<file path="src/hw/rtl/gtl_pkg.sv">
// Shared types, constants and arithmetic helpers for the geodetic to local NEU converter.
package gtl_pkg;

  localparam int unsigned CFG_INDEX_W = 3;
  localparam int unsigned CFG_DATA_W  = 35;

  localparam logic [CFG_INDEX_W-1:0] CFG_ORIGIN_LAT    = 3'd0;
  localparam logic [CFG_INDEX_W-1:0] CFG_ORIGIN_LON    = 3'd1;
  localparam logic [CFG_INDEX_W-1:0] CFG_ORIGIN_ECEF_X = 3'd2;
  localparam logic [CFG_INDEX_W-1:0] CFG_ORIGIN_ECEF_Y = 3'd3;
  localparam logic [CFG_INDEX_W-1:0] CFG_ORIGIN_ECEF_Z = 3'd4;

  localparam int unsigned LANES    = 4;
  localparam int unsigned LANE_LAT  = 0;
  localparam int unsigned LANE_LON  = 1;
  localparam int unsigned LANE_OLAT = 2;
  localparam int unsigned LANE_OLON = 3;

  localparam int unsigned SQ_STEPS = 32;
  localparam int unsigned DV_STEPS = 33;

  localparam logic signed [32:0] ANG_TO_Q61     = 33'sd4024455255;
  localparam logic signed [63:0] PI_Q61         = 64'sd7244019458116584570;
  localparam logic signed [63:0] HALF_PI_Q61    = 64'sd3622009729058292285;
  localparam logic signed [63:0] QUARTER_PI_Q61 = 64'sd1811004864529146143;
  localparam logic signed [63:0] INV_GAIN_Q61   = 64'sd1400229935014726478;
  localparam logic [24:0]        E2_Q32         = 25'd28752143;
  localparam logic [32:0]        SEMI_MAJOR_MM  = 33'd6378137000;
  localparam logic signed [34:0] ORIGIN_X_RESET = 35'sd6378137000;
  localparam logic signed [36:0] ECEF_LIMIT     = 37'sd9000000000;
  localparam logic signed [38:0] NEU_LIMIT      = 39'sd18000000000;

  typedef struct packed {
    logic signed [63:0] x;
    logic signed [63:0] y;
    logic signed [63:0] z;
    logic               flip;
  } cordic_t;

  typedef struct packed {
    logic [63:0] rem;
    logic [63:0] res;
  } sqrt_t;

  typedef struct packed {
    logic [31:0] rem;
    logic [32:0] num;
    logic [31:0] divisor;
  } div_t;

  // Restoring long division, used only on constants at elaboration.
  function automatic logic [63:0] udiv_c(input logic [63:0] num, input logic [63:0] den);
    logic [63:0] rem;
    logic [63:0] q;
    rem = '0;
    q   = '0;
    for (int b = 63; b >= 0; b--) begin
      rem = {rem[62:0], num[b]};
      if (rem >= den) begin
        rem  = rem - den;
        q[b] = 1'b1;
      end
    end
    return q;
  endfunction

  // Arctangent of 2^-i in Q61 from the truncated power series.
  function automatic logic signed [63:0] atan_q61(input int unsigned i);
    logic signed [63:0] sum;
    logic [63:0]        term;
    int unsigned        s;
    sum = '0;
    if (i == 0) begin
      return QUARTER_PI_Q61;
    end
    for (int unsigned k = 0; k < 32; k++) begin
      s = i * (2 * k + 1);
      if (s <= 61) begin
        term = udiv_c(64'd1 << (61 - s), 64'(2 * k + 1));
        sum  = k[0] ? sum - $signed(term) : sum + $signed(term);
      end
    end
    return sum;
  endfunction

  // Round a Q61 value to Q1.30 and clamp to plus or minus one.
  function automatic logic signed [31:0] to_q30(input logic signed [63:0] v);
    logic signed [63:0] t;
    t = (v + 64'sd1073741824) >>> 31;
    if (t > 64'sd1073741824) begin
      t = 64'sd1073741824;
    end
    if (t < -64'sd1073741824) begin
      t = -64'sd1073741824;
    end
    return 32'(t);
  endfunction

  // d * c / 2^30 rounded half away from zero; c is Q1.30 within plus or minus one.
  function automatic logic signed [36:0] mul_q30(input logic signed [36:0] d,
                                                 input logic signed [31:0] c);
    logic [36:0] ud;
    logic [31:0] uc;
    logic [68:0] p;
    logic [36:0] r;
    logic        neg;
    neg = d[36] ^ c[31];
    ud  = d[36] ? 37'(-d) : 37'(d);
    uc  = c[31] ? 32'(-c) : 32'(c);
    p   = 69'(ud) * 69'(uc);
    r   = 37'((p + (69'd1 << 29)) >> 30);
    return neg ? -$signed(r) : $signed(r);
  endfunction

  function automatic logic signed [34:0] sat_ecef(input logic signed [36:0] v);
    if (v > ECEF_LIMIT) begin
      return 35'(ECEF_LIMIT);
    end
    if (v < -ECEF_LIMIT) begin
      return 35'(-ECEF_LIMIT);
    end
    return 35'(v);
  endfunction

  function automatic logic signed [35:0] sat_neu(input logic signed [38:0] v);
    if (v > NEU_LIMIT) begin
      return 36'(NEU_LIMIT);
    end
    if (v < -NEU_LIMIT) begin
      return 36'(-NEU_LIMIT);
    end
    return 36'(v);
  endfunction

endpackage

</file>
<file path="src/hw/rtl/gtl_div_cell.sv">
// One quotient bit of the pipelined restoring divider.
module gtl_div_cell (
  input  logic           clk,
  input  gtl_pkg::div_t  din,
  output gtl_pkg::div_t  dout
);

  logic [32:0] t;

  assign t = {din.rem, din.num[32]};

  always_ff @(posedge clk) begin
    if (t >= {1'b0, din.divisor}) begin
      dout.rem <= 32'(t - {1'b0, din.divisor});
      dout.num <= {din.num[31:0], 1'b1};
    end else begin
      dout.rem <= t[31:0];
      dout.num <= {din.num[31:0], 1'b0};
    end
    dout.divisor <= din.divisor;
  end

endmodule

</file>
<file path="config.mk">
export PLATFORM = sky130hd
export DESIGN_NAME = gtl_div_cell
export DESIGN_NICKNAME = d
export VERILOG_FILES = /design/src/hw/rtl/gtl_pkg.sv /design/src/hw/rtl/gtl_div_cell.sv
export SDC_FILE = /design/constraint.sdc
export NUM_CORES = 1
export LEC_CHECK = 0
export ABC_AREA = 1
export BUFFER_PORTS_ARGS = -buffer_cell sky130_fd_sc_hd__buf_2
export CAP_MARGIN = 20
export CORE_ASPECT_RATIO = 1.5
export CORE_UTILIZATION = 46
export DETAILED_ROUTE_END_ITERATION = 7
export MAX_ROUTING_LAYER = met4
export PLACE_DENSITY = 0.84
export SYNTH_ARGS = -nofsm -noshare
export SYNTH_HDL_FRONTEND = slang
export SYNTH_SLANG_ARGS = --single-unit
</file>
<file path="constraint.sdc">
create_clock -name clk -period 4.2 [get_ports clk]
set_input_delay 0.21 -clock clk [delete_from_list [all_inputs] [get_ports clk]]
set_output_delay 0.21 -clock clk [all_outputs]
set_load 0.05 [all_outputs]
</file>
==> flow_summary_export.csv <==
group,metric,value,unit
synth,ys_types,29,
min_path,hold_start,"din[1]",
setup_path,crit_arrival,2790,ps
timing,final_max_slew_viol_count,0,
routing,routed_wl,14600,um
run_status,outcome,"finished, final reports clean",
cts,cts_tree,"done",
die,boundaryPins,195,
global_routing,grt_pass1_wl,22800,um
finish,fin_nets,1139,
routing,via_per_inst,4.62,
power,intPower,1.71,mW
routing,drt_iter0_drc,155,
power,pwr-share-clk,27.9,%
synth,yosysSeqAreaShare,37.8,%
power,finalPower,2.79,mW
timing,fin_crit,2580,ps
place,gp_congestion,0.959,
setup_path,cpMaxStageDelayCell,"dlygate4sd3_1",
timing,relSlewSlack,60.3,%
routing,drc_errors,0,
power,power.share.sequential,37.2,%
cts,clockBufferDepth,2,
job,drv_cap,0,
routing,routed-via-count,5340,
setup_path,required,4420,ps
die,die_y,131,um
finish,area_growth,38.7,%
timing,tightest_slew,594,ps
routing,wl_per_cell,12.6,um
finish,final_common_cell,"nand2_1",
timing,fin_hold_ws,25.0,ps
timing,worst_slack,1620,ps
global_routing,antenna_found_initial,0,
place,post-place-ws,1800,ps
cts,clk_pin_slew,70,ps
global_routing,grt_usage,26.1,%
power,switching_share,38.8,%
routing,drt-pass1-iter-count,5,
finish,antenna_cells,0,
finish,regMostFlops,"dout",
setup_path,critPathCaptureType,"flip-flop",
min_path,hp-class,"input port to flip-flop",
power,vdd_ir_drop_max,0.189,mV
power,leakagePower,4.13,nW
finish,num-fill-cells,974,
synth,yosys_register_bits,97,
power,switchingPower,1.08,mW
place,io_buffers,194,
timing,setup_viol_count_final,0,
setup_path,crit_top_cell,"nand2_1",
finish,largest_register_ffs,97,
synth,syn_avg_cell_area,6.86,um2
setup_path,cp_max_fo,35,
synth,synthesis.area,5140,um2
die,coreArea,10700,um2
cts,cts_sinks,97,
timing,rsz0062_at_grt,"false",
setup_path,critPathKind,"input port to flip-flop",
cts,cts_max_level,3,
global_routing,grt-ovfl-total,0,
setup_path,cp-startpoint,"din[17]",
finish,largestRegisters,"dout (97)",
die,die_area,11600,um2
place,place_hpwl,11200,um
setup_path,cpPeakStageDelay,530,ps
synth,syn_nets,880,
setup_path,crit_path_cell_trace,"dlygate4sd3_1, buf_2, inv_1, ha_1, nand2_1, nor2_2, nand2_1, nor2_2, nand2_1, nand3_1, nor2_4, nand2_8, nand2_1, o21ai_0",
synth,yosys_warnings,0,
finish,layout_common_cells,"276 x nand2_1, 194 x buf_2, 149 x inv_1, 97 x dfxtp_1, 63 x dlygate4sd3_1",
finish,drive_gt1_share,24.0,%
timing,timing.fmax,0.388,GHz
cts,cts_root_buf,"clkbuf_16",
timing,tns,0,ps
timing,period_share,61.4,%
setup_path,crit_path_start_kind,"input port",
die,die_w,88.3,um
finish,utilization,66.6,%
timing,finalHoldViolations,0,
power,powerDensity,392,nW/um2
cts,post_cts_buffers,0,
die,start_util,48.0,%
power,combPwrFrac,34.9,%
cts,numCtsBuffers,9,
die,num_rows,46,
global_routing,grt_pass1_vias,5224,
routing,postRouteAntennaNets,0,
synth,post_synth_inst_count,749,
global_routing,grt_start_max_net_pins,36,
==> what timing repair did <==
action | in CTS | in global routing
hold endpoints to repair | 63 | 0
gates resized for setup | 0 | 0
hold buffers | 63 | 0
==> metal layers <==
layer  track usage (%)  share of wire, %  vias up
met5                 -                 0        -
met4              12.1               3.8        0
met3              4.71               5.0       38
met2              50.4                55      172
met1              23.4                36     2352
li1                  -                 -     2778
==> synthesized netlist by cell type <==
cell	instances	area [um2]
fa_1	1	20.0
inv_1	149	559
buf_12	1	20.0
inv_2	3	11.3
o21ai_0	2	10.0
nor2_1	34	128
buf_8	1	15.0
dfxtp_1	97	1940
nand3_2	16	160
nor3_1	6	30.0
nand2_4	1	11.3
and2_1	8	50.1
or2_1	1	6.26
nand3b_1	10	75.1
buf_2	7	35.0
nand2_2	4	25.0
xnor2_1	1	8.76
nand2_8	1	20.0
xor2_1	13	114
ha_1	32	400
nor2_4	1	11.3
a21oi_1	21	105
nand4_1	2	12.5
nor2_2	5	31.3
nor3_2	2	20.0
nand2_1	276	1040
nand3_1	52	260
o21bai_1	1	7.51
buf_6	1	11.3
==> cells by family after synthesis <==
| kind of cell | after synthesis | synth area share (%) |
|---|---|---|
| AOI/OAI and AO/OA | 24 | 2.39 |
| xor gates and xnor gates | 14 | 2.39 |
| adders and majority gates | 33 | 8.19 |
| buffers and inverters | 162 | 12.7 |
| DFF | 97 | 37.8 |
| and+or+nand+nor | 419 | 36.5 |
==> power by group through the flow <==
stage / registers, mW / logic, mW / clock network (mW)
6_report: 1.04 / 0.973 / 0.780
5_1_grt: 1.04 / 1.05 / 0.837
3_3_place_gp: 1.06 / 0.914 / 0
4_1_cts: 1.04 / 0.974 / 0.804
3_5_place_dp: 1.06 / 0.925 / 0
2_1_floorplan: 1.40 / 0.356 / 0
==> path summary, 6_finish.rpt <==
kind              endpoint  slack, ps  depth (start not counted)
setup / recovery  dout[65]       1620                         14
hold / removal     dout[1]         30                          1
==> final cells by class <==
class                      instances  area, um2  share of cell area (%)
tap                              144        180                    2.53
timing repair buffer             258       1610                    22.6
clock buffer                      10        229                    3.21
multi-input combinational        490       2540                    35.7
sequential                        97       1940                    27.3
clock inverter                     6       52.6                   0.737
inverter                         152        571                    8.01
==> metrics by stage <==
step,cells,instance area [um2]
2_1_floorplan,749,5140
4_1_cts,1157,7130
3_3_place_gp,1078,6210
3_5_place_dp,1078,6210
6_report,1157,7130
5_1_grt,1157,7130
==> critical path, delay by kind of cell <==
family / cells / cell delay [ps]
buffers and inverters: 3 / 680
and+or+nand+nor: 9 / 1420
AOI/OAI and AO/OA: 1 / 90
adders and majority gates: 1 / 380
Power figures use the tool's default switching activity.
