--- src/hw/rtl/gtl_pkg.sv ---
// Shared types, constants and arithmetic helpers for the geodetic to local NEU converter.
package gtl_pkg;

  localparam int unsigned CFG_INDEX_W = 3;
  localparam int unsigned CFG_DATA_W  = 35;

  localparam logic [CFG_INDEX_W-1:0] CFG_ORIGIN_LAT    = 3'd0;
  localparam logic [CFG_INDEX_W-1:0] CFG_ORIGIN_LON    = 3'd1;
  localparam logic [CFG_INDEX_W-1:0] CFG_ORIGIN_ECEF_X = 3'd2;
  localparam logic [CFG_INDEX_W-1:0] CFG_ORIGIN_ECEF_Y = 3'd3;
  localparam logic [CFG_INDEX_W-1:0] CFG_ORIGIN_ECEF_Z = 3'd4;

  localparam int unsigned LANES    = 4;
  localparam int unsigned LANE_LAT  = 0;
  localparam int unsigned LANE_LON  = 1;
  localparam int unsigned LANE_OLAT = 2;
  localparam int unsigned LANE_OLON = 3;

  localparam int unsigned SQ_STEPS = 32;
  localparam int unsigned DV_STEPS = 33;

  localparam logic signed [32:0] ANG_TO_Q61     = 33'sd4024455255;
  localparam logic signed [63:0] PI_Q61         = 64'sd7244019458116584570;
  localparam logic signed [63:0] HALF_PI_Q61    = 64'sd3622009729058292285;
  localparam logic signed [63:0] QUARTER_PI_Q61 = 64'sd1811004864529146143;
  localparam logic signed [63:0] INV_GAIN_Q61   = 64'sd1400229935014726478;
  localparam logic [24:0]        E2_Q32         = 25'd28752143;
  localparam logic [32:0]        SEMI_MAJOR_MM  = 33'd6378137000;
  localparam logic signed [34:0] ORIGIN_X_RESET = 35'sd6378137000;
  localparam logic signed [36:0] ECEF_LIMIT     = 37'sd9000000000;
  localparam logic signed [38:0] NEU_LIMIT      = 39'sd18000000000;

  typedef struct packed {
    logic signed [63:0] x;
    logic signed [63:0] y;
    logic signed [63:0] z;
    logic               flip;
  } cordic_t;

  typedef struct packed {
    logic [63:0] rem;
    logic [63:0] res;
  } sqrt_t;

  typedef struct packed {
    logic [31:0] rem;
    logic [32:0] num;
    logic [31:0] divisor;
  } div_t;

  // Restoring long division, used only on constants at elaboration.
  function automatic logic [63:0] udiv_c(input logic [63:0] num, input logic [63:0] den);
    logic [63:0] rem;
    logic [63:0] q;
    rem = '0;
    q   = '0;
    for (int b = 63; b >= 0; b--) begin
      rem = {rem[62:0], num[b]};
      if (rem >= den) begin
        rem  = rem - den;
        q[b] = 1'b1;
      end
    end
    return q;
  endfunction

  // Arctangent of 2^-i in Q61 from the truncated power series.
  function automatic logic signed [63:0] atan_q61(input int unsigned i);
    logic signed [63:0] sum;
    logic [63:0]        term;
    int unsigned        s;
    sum = '0;
    if (i == 0) begin
      return QUARTER_PI_Q61;
    end
    for (int unsigned k = 0; k < 32; k++) begin
      s = i * (2 * k + 1);
      if (s <= 61) begin
        term = udiv_c(64'd1 << (61 - s), 64'(2 * k + 1));
        sum  = k[0] ? sum - $signed(term) : sum + $signed(term);
      end
    end
    return sum;
  endfunction

  // Round a Q61 value to Q1.30 and clamp to plus or minus one.
  function automatic logic signed [31:0] to_q30(input logic signed [63:0] v);
    logic signed [63:0] t;
    t = (v + 64'sd1073741824) >>> 31;
    if (t > 64'sd1073741824) begin
      t = 64'sd1073741824;
    end
    if (t < -64'sd1073741824) begin
      t = -64'sd1073741824;
    end
    return 32'(t);
  endfunction

  // d * c / 2^30 rounded half away from zero; c is Q1.30 within plus or minus one.
  function automatic logic signed [36:0] mul_q30(input logic signed [36:0] d,
                                                 input logic signed [31:0] c);
    logic [36:0] ud;
    logic [31:0] uc;
    logic [68:0] p;
    logic [36:0] r;
    logic        neg;
    neg = d[36] ^ c[31];
    ud  = d[36] ? 37'(-d) : 37'(d);
    uc  = c[31] ? 32'(-c) : 32'(c);
    p   = 69'(ud) * 69'(uc);
    r   = 37'((p + (69'd1 << 29)) >> 30);
    return neg ? -$signed(r) : $signed(r);
  endfunction

  function automatic logic signed [34:0] sat_ecef(input logic signed [36:0] v);
    if (v > ECEF_LIMIT) begin
      return 35'(ECEF_LIMIT);
    end
    if (v < -ECEF_LIMIT) begin
      return 35'(-ECEF_LIMIT);
    end
    return 35'(v);
  endfunction

  function automatic logic signed [35:0] sat_neu(input logic signed [38:0] v);
    if (v > NEU_LIMIT) begin
      return 36'(NEU_LIMIT);
    end
    if (v < -NEU_LIMIT) begin
      return 36'(-NEU_LIMIT);
    end
    return 36'(v);
  endfunction

endpackage

--- src/hw/rtl/gtl_sqrt_cell.sv ---
// One digit step of the pipelined integer square root.
module gtl_sqrt_cell #(
  parameter int unsigned STEP = 0
) (
  input  logic            clk,
  input  gtl_pkg::sqrt_t  din,
  output gtl_pkg::sqrt_t  dout
);

  localparam logic [63:0] BIT = 64'd1 << (62 - 2 * STEP);

  logic [63:0] trial;

  assign trial = din.res + BIT;

  always_ff @(posedge clk) begin
    if (din.rem >= trial) begin
      dout.rem <= din.rem - trial;
      dout.res <= (din.res >> 1) + BIT;
    end else begin
      dout.rem <= din.rem;
      dout.res <= din.res >> 1;
    end
  end

endmodule

--- config.mk ---
export PLATFORM = sky130hd
export DESIGN_NAME = gtl_sqrt_cell
export DESIGN_NICKNAME = d
export VERILOG_FILES = /design/src/hw/rtl/gtl_pkg.sv /design/src/hw/rtl/gtl_sqrt_cell.sv
export SDC_FILE = /design/constraint.sdc
export NUM_CORES = 1
export LEC_CHECK = 0
export ABC_AREA = 1
export BUFFER_PORTS_ARGS = -buffer_cell sky130_fd_sc_hd__buf_2
export CELL_PAD_IN_SITES_DETAIL_PLACEMENT = 1
export CELL_PAD_IN_SITES_GLOBAL_PLACEMENT = 1
export CORE_MARGIN = 1.5
export CORE_UTILIZATION = 36
export CTS_CLUSTER_SIZE = 25
export DETAILED_ROUTE_END_ITERATION = 6
export PLACE_DENSITY_LB_ADDON = 0.2
export SETUP_SLACK_MARGIN = 0.4
export SLEW_MARGIN = 20
export SYNTH_ARGS = -nofsm -noshare
export SYNTH_HDL_FRONTEND = slang
export SYNTH_SLANG_ARGS = --single-unit
--- constraint.sdc ---
create_clock -name clk -period 3.5 [get_ports clk]
set_input_delay 0.875 -clock clk [delete_from_list [all_inputs] [get_ports clk]]
set_output_delay 0.875 -clock clk [all_outputs]
set_load 0.1 [all_outputs]
==> flow_metrics.env, run 1 <==
export IMPL_synth_edf_count=0
export IMPL_crit_chain="buf_2, inv_1, ha_1, nand2_1, inv_2, nand2_1, nor3_2, nand2_1, nor2_1, nor2_1, nand2_4, buf_16, nand3_1, nand2_1"
export IMPL_synth_area_leader_cell="nand2_1"
export IMPL_holdWs_ps=544.3
export IMPL_irDropWorstVdd_mv=0.2683
export IMPL_p_total_w=0.006839
export IMPL_grt_overflow_total=0
export IMPL_timing_final_hold_violations=0
export IMPL_maxCapViolations=0
export IMPL_ioPinCount=257
export IMPL_regMostFlops="dout"
export IMPL_yosys_warnings=0
export IMPL_grt_usage=0.2975
export IMPL_post_place_ws_ps=-57.91
export IMPL_setup_viol=0
export IMPL_rows=59
export IMPL_worst_path_max_fanout=29
export IMPL_end_kind="flop"
export IMPL_ys_async_sr_fraction=0
export IMPL_largest_reg_flops=128
export IMPL_gp_congestion=0.9353
export IMPL_crit_path_max_incr_delay_ps=390
export IMPL_drive_above_1_share=0.1678
export IMPL_grt_pass1_vias=11487
export IMPL_fmax_mhz=327.6
export IMPL_cts_sinks=128
export IMPL_powerDensity_nw_per_um2=568.2
export IMPL_dp_cells=2298
export IMPL_synthFlopType="dfxtp_1"
export IMPL_antenna_cells=0
export IMPL_path_delay_family="simple AND/OR/NAND/NOR gates"
export IMPL_timing_final_ws_setup_ps=447.4
export IMPL_clockRootBuffer="clkbuf_16"
export IMPL_rsz0062_at_grt="false"
export IMPL_holdPathStages=1
export IMPL_start_kind="input pin"
export IMPL_postSynthAreaPerCell_sq_um=5.652
export IMPL_hold_buffers=0
export IMPL_numCtsBuffers=17
export IMPL_stdcell_count=2331
export IMPL_synth_top_area_share=0.2956
export IMPL_hp_class="input pin to flop"
export IMPL_synth_most_common_cell="nand2_1"
export IMPL_largest_registers="dout (128)"
export IMPL_cts_setup_buffers=0
export IMPL_fin_crit_sh=0.8722
export IMPL_clock_path_buffers=2
export IMPL_cts_max_level=4
export IMPL_path_class="input pin to flop"
export IMPL_cp_required_ps=3880
export IMPL_yosys_register_bits=128
export IMPL_synth_area_leaders="nand2_1 30%, dfxtp_1 26%, inv_1 16%"
export IMPL_synth_cell_types=29
export IMPL_start_util=0.3693
export IMPL_die_height_microns=167.0
export IMPL_yosysSeqAreaShare=0.2648
export IMPL_dp_hpwl_mm=35.54
export IMPL_p_leak_nw=7.679
export IMPL_crit_slowest_cell="ha_1"
export IMPL_layout_nets=2177
export IMPL_report_final_slew_viol_count=0
export IMPL_grt_max_degree=59
export IMPL_wl_per_cell_microns=17.96
export IMPL_drtIter0Drc=466
export IMPL_ant_nets=0
export IMPL_synth_nets=1906
export IMPL_drt_total_wl_mm=41.87
export IMPL_drtPass1Iterations=6
export IMPL_status="finished, final reports clean"
export IMPL_synthToLayoutAreaGrowth_pct=24.39
export IMPL_syn_inst=1712
export IMPL_cts_tree="yes"
export IMPL_path_depth=14
export IMPL_worstPathArrival_ps=3430
export IMPL_cp_num_buf_inv=4
export IMPL_grt_pass1_wl_mm=63.27
export IMPL_dieArea_sq_um=27870
export IMPL_cp_common_cell="nand2_1"
export IMPL_finalCriticalPeriod_ps=3053
export IMPL_syn_area_sq_um=9677
export IMPL_via_per_inst=4.738
export IMPL_antenna_found_initial=0
export IMPL_core_area_sq_um=26210
export IMPL_drc=0
export IMPL_fp_dieW_microns=167.0
export IMPL_worst_slew_pin_slew_ps=507.1
export IMPL_slew_headroom=0.6642
export IMPL_vias=11044
export IMPL_tns_ps=0
export IMPL_clk_pin_slew_ps=70
export IMPL_synth_common_cells="762 x nand2_1, 401 x inv_1, 128 x dfxtp_1"
export IMPL_numPortBuffers=256
final timing paths:
| path | endpoint | startpoint |
|---|---|---|
| min | dout[44]$_DFF_P_ | din[45] |
| max | dout[113]$_DFF_P_ | din[53] |
area by class of cell:
type                    count  area (sq um)
flip-flops and latches    128          2562
fillers                  3766         14170
repair buffers            265          1411
inverters                 407          1530
multi-input cells        1164          5492
well taps                 335         419.2
clock inverters            12         155.1
clock buffers              20         466.7
metal layers:
layer / track usage / part of all wire
met1: 0.3501 / 0.43
met2: 0.5718 / 0.52
met4: 0.07352 / 0.019
met3: 0.02899 / 0.033
met5: 0 / 0
what timing repair did:
item / CTS / global route
cloned: 0 / 1
endpoints found under the setup margin: 1 / 16
gates resized for setup: 1 / 2
cell families after synthesis:
| logic type | share of synthesized area |
|---|---|
| buffers and inverters | 0.1686 |
| adder cells (fa/ha/maj) | 0.08482 |
| XOR/XNOR | 0.02896 |
| AND/OR/NAND/NOR | 0.4255 |
| flip-flops | 0.2648 |
| AO/OA/AOI/OAI | 0.02728 |
power by group:
| part | internal (W) | switching, W | leakage (nW) | total [W] |
|---|---|---|---|---|
| logic | 0.000608 | 0.00256 | 6.30 | 0.00317 |
| clock network | 0.00118 | 0.000781 | 0.303 | 0.00196 |
| registers | 0.00166 | 0.0000507 | 1.08 | 0.00171 |
| total | 0.00345 | 0.00339 | 7.68 | 0.00684 |
per-stage QoR:
step / area [sq um] / utilization
2_1_floorplan: 9677 / -
3_3_place_gp: 11370 / 0.4340
3_5_place_dp: 11370 / 0.4340
4_1_cts: 12000 / 0.4580
5_1_grt: 12040 / 0.4593
6_report: 12040 / 0.4593
placed cells by master, fill, tap and decap left out, drive strengths merged:
cell type and count:
nand2 770, nand3 90, and3 1, nand4 20
inv 410, xor2 30, ha 64, o21ai 8
fa 1, nor3 10, clkinvlp 2, dfxtp 128
nor4 3, and2 2, nor2 119, clkbuf 21
xnor2 2, buf 264, bufinv 3, a21oi 44
clkinv 4
Note: power is estimated with default switching activity, not from simulation.
==> run 2, diff against run 1 <==
CORE_ASPECT_RATIO = 0.9   (was default)
==> run 2 against run 1 <==
- global-route usage is 0.17 points lower
- combinational power increased by 1%
- power fell by 1.4%
- cell count rose by 0.94%
- clock-buffer cell count rose by 3
- via count increased by 0.64%
- wire length down 3.1%
- critical path type unchanged
- clock power fell by 7%
==> flow_metrics.env, run 2 (synthesis results as in run 1) <==
export IMPL_layout_nets=2186
export IMPL_fmax_mhz=334.6
export IMPL_hold_buffers=0
export IMPL_drc=0
export IMPL_largest_registers="dout (128)"
export IMPL_gp_congestion=0.9127
export IMPL_worstPathArrival_ps=3380
export IMPL_core_area_sq_um=26210
export IMPL_clk_pin_slew_ps=70
export IMPL_stdcell_count=2353
export IMPL_grt_usage=0.2958
export IMPL_drive_above_1_share=0.1696
export IMPL_start_kind="input pin"
export IMPL_grt_overflow_total=0
export IMPL_cts_setup_buffers=0
export IMPL_worst_slew_pin_slew_ps=510.1
export IMPL_report_final_slew_viol_count=0
export IMPL_hp_class="input pin to flop"
export IMPL_worst_path_max_fanout=16
export IMPL_layout_common_cells="762 x nand2_1, 401 x inv_1, 256 x buf_2"
export IMPL_maxCapViolations=0
export IMPL_drtIter0Drc=523
export IMPL_path_class="input pin to flop"
export IMPL_cts_max_level=4
export IMPL_grt_max_degree=36
export IMPL_dieArea_sq_um=27870
export IMPL_ant_nets=0
export IMPL_numCtsBuffers=17
export IMPL_dp_hpwl_mm=34.58
export IMPL_numPortBuffers=256
export IMPL_rsz0062_at_grt="false"
export IMPL_layout_cells_most_common="nand2_1"
export IMPL_slew_headroom=0.6581
export IMPL_p_leak_nw=7.703
export IMPL_cts_tree="yes"
export IMPL_grt_pass1_wl_mm=61.64
export IMPL_cts_sinks=128
export IMPL_end_kind="flop"
export IMPL_dp_cells=2321
export IMPL_powerDensity_nw_per_um2=557.6
export IMPL_via_per_inst=4.724
export IMPL_synthToLayoutAreaGrowth_pct=24.97
export IMPL_start_util=0.3693
export IMPL_antenna_cells=0
export IMPL_fp_dieW_microns=175.8
export IMPL_clockRootBuffer="clkbuf_16"
export IMPL_regMostFlops="dout"
export IMPL_hold_end="dout[55]$_DFF_P_"
export IMPL_min_from="din[56]"
export IMPL_die_height_microns=158.5
export IMPL_irDropWorstVdd_mv=0.3943
export IMPL_status="finished, final reports clean"
export IMPL_grt_pass1_vias=11335
export IMPL_setup_viol=0
export IMPL_clock_path_buffers=2
export IMPL_drt_total_wl_mm=40.59
export IMPL_antenna_found_initial=0
export IMPL_vias=11115
export IMPL_timing_final_hold_violations=0
export IMPL_cp_required_ps=3890
export IMPL_largest_reg_flops=128
export IMPL_tns_ps=0
export IMPL_drtPass1Iterations=4
export IMPL_rows=56
export IMPL_finalCriticalPeriod_ps=2989
export IMPL_holdPathStages=1
export IMPL_ioPinCount=257
export IMPL_wl_per_cell_microns=17.25
export IMPL_fin_crit_sh=0.8540
run 2: cell types whose count changed in the layout (fill, tap and decap cells not counted), sizes merged:
cell | previous run | this run
clkinv | 4 | 5
inv | 410 | 407
clkbuf | 21 | 23
bufinv | 3 | 2
buf | 264 | 274
run 2: where the power goes:
part           internal (W)  switching (W)  total (W)
logic              0.000630        0.00258    0.00321
clock network       0.00110       0.000724    0.00183
registers           0.00166      0.0000497    0.00171
run 2: timing repair:
action / 4_1_cts / 5_1_grt
setup endpoints to repair: 0 / 1
gates resized for setup: 0 / 1
endpoints found under the hold margin: 0 / 0
run 2: cell type report:
class / instances / area (sq um)
fill: 3752 / 14110
sequential: 128 / 2562
inverter: 407 / 1530
clock buffer: 23 / 478.0
tap: 348 / 435.4
timing repair buffer: 274 / 1491
clock inverter: 9 / 107.6
multi-input combinational: 1164 / 5488
run 2: critical path, cell delays in order:
cell and delay (ps):
buf_2 90, inv_1 40, ha_1 430, nand2_1 170
inv_2 70, nand2_1 70, nor3_2 400, nand2_1 220
nor2_1 150, nor2_1 50, buf_4 140, nand2_4 110
buf_12 180, buf_12 150, nand3_1 120, nand2_1 80
run 2: how the worst max path moves through the flow:
stage                   from                end  slack, ps  cells after the start
floorplan            din[64]  dout[108]$_DFF_P_        790                     18
global placement    din[123]  dout[114]$_DFF_P_        180                     15
detailed placement   din[59]  dout[120]$_DFF_P_        160                     16
CTS                  din[43]  dout[111]$_DFF_P_        600                     14
global route         din[59]  dout[120]$_DFF_P_        440                     15
finish               din[59]  dout[120]$_DFF_P_        510                     16
run 2: routing by layer:
layer,wire (microns),GRT usage,vias up
li1,-,-,5588
met1,19750,0.4060,5176
met2,17580,0.4737,310
met3,2626,0.05969,41
met4,629,0.07204,0
met5,0,0,-
run 2: through the flow:
| step | cell area [sq um] | worst slack [ps] | power (W) | util | hold slack, ps |
|---|---|---|---|---|---|
| 2_1_floorplan | 9677 | 794.8 | 0.004165 | - | 902.7 |
| 3_3_place_gp | 11500 | 181.5 | 0.004882 | 0.4389 | 990.8 |
| 3_5_place_dp | 11500 | 157.8 | 0.004924 | 0.4389 | 993.7 |
| 4_1_cts | 12090 | 603.0 | 0.006771 | 0.4613 | 520.2 |
| 5_1_grt | 12090 | 438.1 | 0.007036 | 0.4615 | 525.5 |
| 6_report | 12090 | 511.2 | 0.006743 | 0.4615 | 533.5 |
==> run 3, diff against run 2 <==
RECOVER_POWER = 50   (was default)
==> run 3 against run 2 <==
- sequential share of layout area is 0.22 points higher
- cell count did not move
- fmax decreased by 0.93%
- critical path type unchanged
- largest cell class unchanged
- largest power group unchanged
==> flow_metrics.env, run 3 (synthesis results as in run 1) <==
export IMPL_status="finished, final reports clean"
export IMPL_slew_headroom=0.1945
export IMPL_layout_common_cells="762 x nand2_1, 401 x inv_1, 158 x buf_2"
export IMPL_antenna_cells=0
export IMPL_dp_cells=2321
export IMPL_dieArea_sq_um=27870
export IMPL_drtIter0Drc=515
export IMPL_crit_chain="clkbuf_1, inv_1, ha_1, nand2_1, inv_2, nand2_1, nor3_2, nand2_1, nor2_1, nor2_1, buf_4, nand2_4, buf_12, buf_12, nand3_1, nand2_1"
export IMPL_drt_total_wl_mm=40.63
export IMPL_worstPathArrival_ps=3410
export IMPL_clk_pin_slew_ps=70
export IMPL_post_route_util=0.4568
export IMPL_wl_per_cell_microns=17.27
export IMPL_cp_common_cell="nand2_1"
export IMPL_layout_cells_most_common="nand2_1"
export IMPL_timing_final_hold_violations=0
export IMPL_ant_nets=0
export IMPL_vias=11155
export IMPL_tns_ps=0
export IMPL_hp_class="input pin to flop"
export IMPL_finalCriticalPeriod_ps=3017
export IMPL_clockRootBuffer="clkbuf_16"
export IMPL_cp_required_ps=3890
export IMPL_clock_path_buffers=2
export IMPL_post_place_ws_ps=157.8
export IMPL_path_class="input pin to flop"
export IMPL_timing_final_ws_setup_ps=483.0
export IMPL_cts_setup_buffers=0
export IMPL_drive_above_1_share=0.1207
export IMPL_grt_usage=0.2958
export IMPL_numCtsBuffers=17
export IMPL_grt_pass1_vias=11335
export IMPL_powerDensity_nw_per_um2=561.3
export IMPL_dp_hpwl_mm=34.58
export IMPL_holdWs_ps=533.0
export IMPL_report_final_slew_viol_count=0
export IMPL_setup_viol=0
export IMPL_cts_max_level=4
export IMPL_cts_tree="yes"
export IMPL_fp_dieW_microns=175.8
export IMPL_cp_num_buf_inv=6
export IMPL_nFillCells=3782
export IMPL_start_util=0.3693
export IMPL_drtPass1Iterations=6
export IMPL_largest_registers="dout (128)"
export IMPL_end_kind="flop"
export IMPL_fmax_mhz=331.5
export IMPL_layout_nets=2186
export IMPL_largest_reg_flops=128
export IMPL_maxCapViolations=0
export IMPL_crit_path_max_incr_delay_ps=440
export IMPL_grt_overflow_total=0
export IMPL_p_leak_nw=7.427
export IMPL_rows=56
export IMPL_synthToLayoutAreaGrowth_pct=23.70
export IMPL_worst_slew_pin_slew_ps=1213
export IMPL_grt_pass1_wl_mm=61.64
export IMPL_drc=0
export IMPL_cts_sinks=128
export IMPL_crit_slowest_cell="ha_1"
export IMPL_rsz0062_at_grt="false"
export IMPL_die_height_microns=158.5
export IMPL_numPortBuffers=256
export IMPL_fin_crit_sh=0.8620
export IMPL_core_area_sq_um=26210
export IMPL_worst_path_max_fanout=16
export IMPL_path_delay_family="simple AND/OR/NAND/NOR gates"
export IMPL_ioPinCount=257
export IMPL_stdcell_count=2353
export IMPL_grt_max_degree=36
export IMPL_irDropWorstVdd_mv=0.3946
export IMPL_antenna_found_initial=0
export IMPL_start_kind="input pin"
export IMPL_gp_congestion=0.9127
export IMPL_regMostFlops="dout"
export IMPL_via_per_inst=4.741
==> run 3: cell types whose count changed in the layout (fill, tap and decap cells not counted) <==
cell      previous run  this run
buf_1                0         1
buf_2              256       158
clkbuf_1             3       100
==> run 3: per-stage QoR <==
step           power [W]  instance area (sq um)
5_1_grt         0.007008                  11970
2_1_floorplan   0.004165                   9677
6_report        0.006718                  11970
3_3_place_gp    0.004882                  11500
3_5_place_dp    0.004924                  11500
4_1_cts         0.006771                  12090
==> run 3: layer usage <==
| layer | track usage | up-vias | routed length [microns] |
|---|---|---|---|
| met5 | 0 | - | 0 |
| met4 | 0.07204 | 0 | 620 |
| met3 | 0.05969 | 41 | 2435 |
| met2 | 0.4737 | 296 | 17610 |
| met1 | 0.4060 | 5226 | 19960 |
| li1 | - | 5592 | - |
==> run 3: where the power goes <==
group	internal (W)	switching (W)	leakage, nW
combinational	0.000598	0.00258	6.06
sequential	0.00166	0.0000528	1.08
clock	0.00110	0.000726	0.283
==> run 3: cell type report <==
type                       count  area [sq um]  share of cell area
sequential                   128          2562              0.2141
inverter                     407          1530              0.1278
clock buffer                  23         478.0             0.03993
multi-input combinational   1164          5488              0.4585
timing repair buffer         274          1369              0.1144
tap                          348         435.4             0.03638
clock inverter                 9         107.6            0.008989
==> run 3: timing repair <==
action,CTS,global route
hold buffers,0,0
resized for setup,0,1
setup endpoints to repair,0,1
==> run 3: worst paths after layout <==
kind / slack (ps) / from / depth (start not counted) / end
worst min-delay path: 530 / din[56] / 1 / dout[55]$_DFF_P_
worst max-delay path: 480 / din[59] / 16 / dout[120]$_DFF_P_
